File: src/drs_pkg.sv
// ----------------------------------------------------------------------------
// drs_pkg
// Shared types and constants for the dead-reckoning step block.
// ----------------------------------------------------------------------------
package drs_pkg;

    // shared multiplier operand and product widths
    localparam int MUL_A_W = 35;
    localparam int MUL_B_W = 33;
    localparam int PROD_W  = MUL_A_W + MUL_B_W;

    // sine polynomial coefficients, Q30
    localparam logic [31:0] SIN_A = 32'd1686629713;
    localparam logic [31:0] SIN_B = 32'd693598671;
    localparam logic [31:0] SIN_C = 32'd85569278;
    localparam logic [31:0] SIN_D = 32'd5027044;

    // 9.806 in Q16
    localparam logic [31:0] GRAV_Q16 = 32'd642646;

    localparam logic [46:0] DIST_MAX = {47{1'b1}};
    localparam logic [31:0] QUARTER_TURN = 32'h4000_0000;

    typedef struct packed {
        logic [1:0]  quad;
        logic [30:0] x;
    } sin_seed_t;

    // fold a 32-bit phase into its quadrant
    function automatic sin_seed_t sin_seed(input logic [31:0] phase);
        sin_seed_t s;
        s.quad = phase[31:30];
        s.x    = phase[30] ? (31'h4000_0000 - {1'b0, phase[29:0]}) : {1'b0, phase[29:0]};
        return s;
    endfunction

endpackage

File: src/drs_mul.sv
// ----------------------------------------------------------------------------
// drs_mul
// Shared signed multiplier with a registered product.
// ----------------------------------------------------------------------------
module drs_mul (
    input  logic                                 clk,
    input  logic signed [drs_pkg::MUL_A_W-1:0]   mul_a,
    input  logic signed [drs_pkg::MUL_B_W-1:0]   mul_b,
    output logic signed [drs_pkg::PROD_W-1:0]    prod
);
    import drs_pkg::*;

    logic signed [PROD_W-1:0] prod_reg;

    always_ff @(posedge clk)
    begin
        prod_reg <= mul_a * mul_b;
    end

    assign prod = prod_reg;

endmodule

File: config.mk
export PLATFORM = sky130hd
export DESIGN_NAME = drs_mul
export DESIGN_NICKNAME = d
export VERILOG_FILES = /design/src/drs_pkg.sv /design/src/drs_mul.sv
export SDC_FILE = /design/constraint.sdc
export NUM_CORES = 2
export LEC_CHECK = 0
export ABC_AREA = 1
export BUFFER_PORTS_ARGS = -buffer_cell sky130_fd_sc_hd__buf_2
export CORE_MARGIN = 2
export CORE_UTILIZATION = 48
export DETAILED_ROUTE_END_ITERATION = 10
export MAX_ROUTING_LAYER = met4
export REMOVE_ABC_BUFFERS = 1
export SYNTH_ARGS = -nofsm -noshare
export SYNTH_HDL_FRONTEND = slang
export SYNTH_SLANG_ARGS = --single-unit
File: constraint.sdc
create_clock -name clk -period 18.6 [get_ports clk]
set_input_delay 0.93 -clock clk [delete_from_list [all_inputs] [get_ports clk]]
set_output_delay 0.93 -clock clk [all_outputs]
set_load 0.005 [all_outputs]
After elaboration in Yosys (flattened, before gate mapping)
Index checks and enable logic that the tools add are counted.
{"block": "totals", "ff_bits": 68, "wordCells": 2}
{"block": "op_classes", "n_mul": 1}
{"operator": "multiplier 35 x 33 -> 68 bit", "n": 1}

Logic depth before layout (Yosys ltp)
{"block": "depth", "depth_word": 1, "depth_mapped": 33, "depth_no_buf": 31}

Worst setup path before layout
OpenSTA, ideal clock, no wires.
{"block": "synth_timing", "kind": "input-to-reg", "from": "in mul_a[34] in the netlist's numbering", "to": "reg prod_reg[67] (netlist: prod[67])", "setup_ns": 0.113, "n_path_buf": 2, "arrival_ns": 7.875, "path_stages": 26, "slack_ns": 10.612, "required_time_ns": 18.487, "path_cell_list": "clkbuf_1 > clkbuf_1 > nand2_1 > inv_1 > fa_1 > fa_1 > fa_1 > inv_1 > fa_1 > inv_1 > fa_1 > fa_1 > fa_1 > inv_1 > fa_1 > inv_1 > ha_1 > nand2_1 > nor2_2 > inv_1 > nor2_2 > nand2_1 > nor3_1 > nand2_2 > nand3_1 > nand2_1"}
{"block": "synth_between", "elab_chain_len": 1}
{"item": "from (decl)", "line_no": "drs_mul.sv:7", "source": "input logic signed [drs_pkg::MUL_A_W-1:0] mul_a,"}
{"item": "multiplier 35 x 33 -> 68 bit", "line_no": "drs_mul.sv:17", "source": "prod_reg <= mul_a * mul_b;"}
{"item": "to (signal assigned)", "line_no": "drs_mul.sv:17"}
{"item": "to (decl)", "line_no": "drs_mul.sv:13", "source": "logic signed [PROD_W-1:0] prod_reg;"}
Every way passes these cells.

Worst setup path in the final report
{"block": "layout_timing", "from": "in mul_b[6] in the netlist's numbering", "to": "reg prod_reg[66] (netlist: prod[66])"}
{"block": "layout_between", "elab_chain_len": 1}
{"item": "from (decl)", "line_no": "drs_mul.sv:8", "source": "input logic signed [drs_pkg::MUL_B_W-1:0] mul_b,"}
{"item": "multiplier 35 x 33 -> 68 bit", "line_no": "drs_mul.sv:17"}
Every way passes these cells.

==> flow_summary.toml <==
[final_layout]
multi_input_area_um2 = 35400
final_common_cell = "inv_1"
drive_above_1_share = 0.04418
largest_register_ffs = 68
layout_common_cells = "1,972 x inv_1, 1,645 x nand2_1, 1,207 x fa_1"
regArea_um2 = 1361
fillers = 9272
syn_to_final_growth_pct = 4.110
finalNetCount = 7220

[clock_network]
path_clk_slew_ns = 0.07
cts.hold.buffers_added = 0
clock_path_buffers = 2
root_buffer = "clkbuf_16"
tritoncts = "done"
clock_sinks = 68
cts_setup_buffers = 0
ctsResizeCount = 0
h-tree-depth = 3
numCtsBuffers = 9

[floorplanning]
core-area_um2 = 93330
initial_core_util = 0.4841
pin_count = 137
die_h_um = 310.8
die_area_um2 = 96600
num_rows = 112
die_w_um = 310.8

[synth]
synth_area_leader_cell = "fa_1"
syn_area_per_cell_um2 = 7.790
yosysSeqAreaShare = 0.03013
ys_types = 28
synthSimpleGateAreaFrac = 0.1690
synth.area.top_cells = "fa_1 53%, inv_1 16%, nand2_1 14%, ha_1 6.1%, dfxtp_1 3.0%"
synth_fa_ha_area_frac = 0.5960
yosysWarnings = 0
synth_area_um2 = 45180
synth_top_family_by_area = "adder cells"
synth_seq_cells = 68
synth-xor-area-share = 0.008142
synthMuxAreaShare = 0
synth_compound_area_frac = 0.01036
netlist_instances = 5800
synth.top_cell.area_share = 0.5348

[worst_setup_path]
crit_end = "prod[66]$_DFF_P_"
crit_start = "mul_b[6]"
worstSetupStartpointType = "primary input"
required_ns = 18.88
arrival_ns = 8.75
worstPathMaxFanout = 35
critPathKind = "in -> reg"
end_kind = "flop"

[route]
route.met2.wl_um = 60620
first_pass_iters = 5
drt-wirelength-per-cell_um = 17.81
drcViolationCount = 0
finalWirelength_um = 124400
avgViaCountPerCell = 4.850
via_count = 33865
wl_met3_um = 6398
dr.first_iter.drc_count = 2129
ant_nets = 0
routed.top_layer = "met4"
wl_met1_um = 53900

[global_routing]
grt_pass1_vias = 37205
grt_pass1_wl_um = 205700
antenna_found_initial = 7
grt_max_degree = 37
track_usage = 0.2811
overflow = 0

[timing]
setup_tns_ns = 0
rsz0062_at_grt = "no"
relSlewSlack = 0.2184
min_period_ns = 8.463
fin_crit_sh = 0.4550
tightestPinTransition_ns = 1.172
finalMaxSlewViolations = 0
finalHoldViolCount = 0
setup_viol = 0
fmax_mhz = 118.2

[run]
maxCapViolCount = 0

[placed_design]
io_buffers = 136
gp_congestion = 1.004
place_hpwl_um = 103600

[min_path]
min_path_type = "in -> reg"

[outcome]
outcome = "completed"
==> worst max-delay path, cell delays in order <==
cell and delay (ns):
buf_2 0.65, nand2_1 0.27, inv_1 0.16, fa_1 0.40, inv_1 0.27, fa_1 0.48, inv_1 0.22, fa_1 0.50
inv_1 0.09, fa_1 0.48, inv_1 0.60, fa_1 0.58, fa_1 0.56, inv_1 0.05, fa_1 0.45, fa_1 0.49
inv_1 0.04, ha_1 0.40, nand2_1 0.15, nor2_1 0.24, nand2_1 0.14, nor4_1 0.28, nand2_1 0.12, nand3_1 0.09
nand2_1 0.06
==> synth_stat cells <==
master and n:
nand2_1 1645, o21ai_0 23, o21bai_1 4, nor3_1 10, nand3_4 1, clkinv_1 1, nand4_1 17, fa_1 1207
nor4_1 2, clkbuf_1 270, nand2_4 6, nor2_2 12, nand2_2 17, a21oi_1 63, buf_1 1, or2_2 6
a21o_1 1, nor2_1 111, xnor2_1 6, dfxtp_1 68, nand3_2 9, xor2_1 36, ha_1 221, nand3_1 87
nor3_2 1, inv_1 1972, nand3b_2 1, nor2_4 2
==> routing by layer <==
layer	vias up	global-route usage
li1	15497	-
met1	17192	0.3723
met2	970	0.4665
met3	206	0.02859
met4	0	0.07038
met5	-	-
==> worst min path at each step <==
stage	from	to	depth (start not counted)	slack [ns]
floorplan	mul_a[0]	prod[0]$_DFF_P_	2	1.02
global placement	prod[26]$_DFF_P_	prod[26]	1	1.31
detailed placement	prod[46]$_DFF_P_	prod[46]	1	1.30
CTS	mul_b[0]	prod[0]$_DFF_P_	4	1.10
global route	mul_b[0]	prod[0]$_DFF_P_	4	1.14
finish	mul_b[0]	prod[0]$_DFF_P_	4	1.11
==> cell families (layout without fill, tap and decap cells) <==
group,Yosys count,count (layout)
AND/OR/NAND/NOR,1927,1927
AO/OA/AOI/OAI,91,91
adder cells (fa/ha/maj),1428,1428
XOR/XNOR,42,42
buffers and inverters,2244,2171
flip-flops,68,68
other,0,2
==> final cells by class <==
type / instances / area share
antenna: 2 / 0.0001064
clock buffer: 9 / 0.004788
clock inverter: 6 / 0.0008778
inverter: 1973 / 0.1574
multi-input combinational: 3488 / 0.7525
sequential: 68 / 0.02894
tap: 1254 / 0.03336
timing repair buffer: 183 / 0.02197
==> per-stage QoR <==
stage	utilization	std cells	setup WS [ns]	hold WS [ns]	cell area [um2]
2_1_floorplan	-	5529	11.05	1.023	44160
3_3_place_gp	0.5011	6966	9.856	1.305	46770
3_5_place_dp	0.5011	6966	9.737	1.305	46770
4_1_cts	0.5040	6981	10.12	1.099	47030
5_1_grt	0.5040	6982	9.600	1.144	47040
6_report	0.5040	6983	10.14	1.109	47040
Power is left out: the tool's default activity adds up to more than one toggle a clock period on the data nets, which glitch-free logic cannot reach.
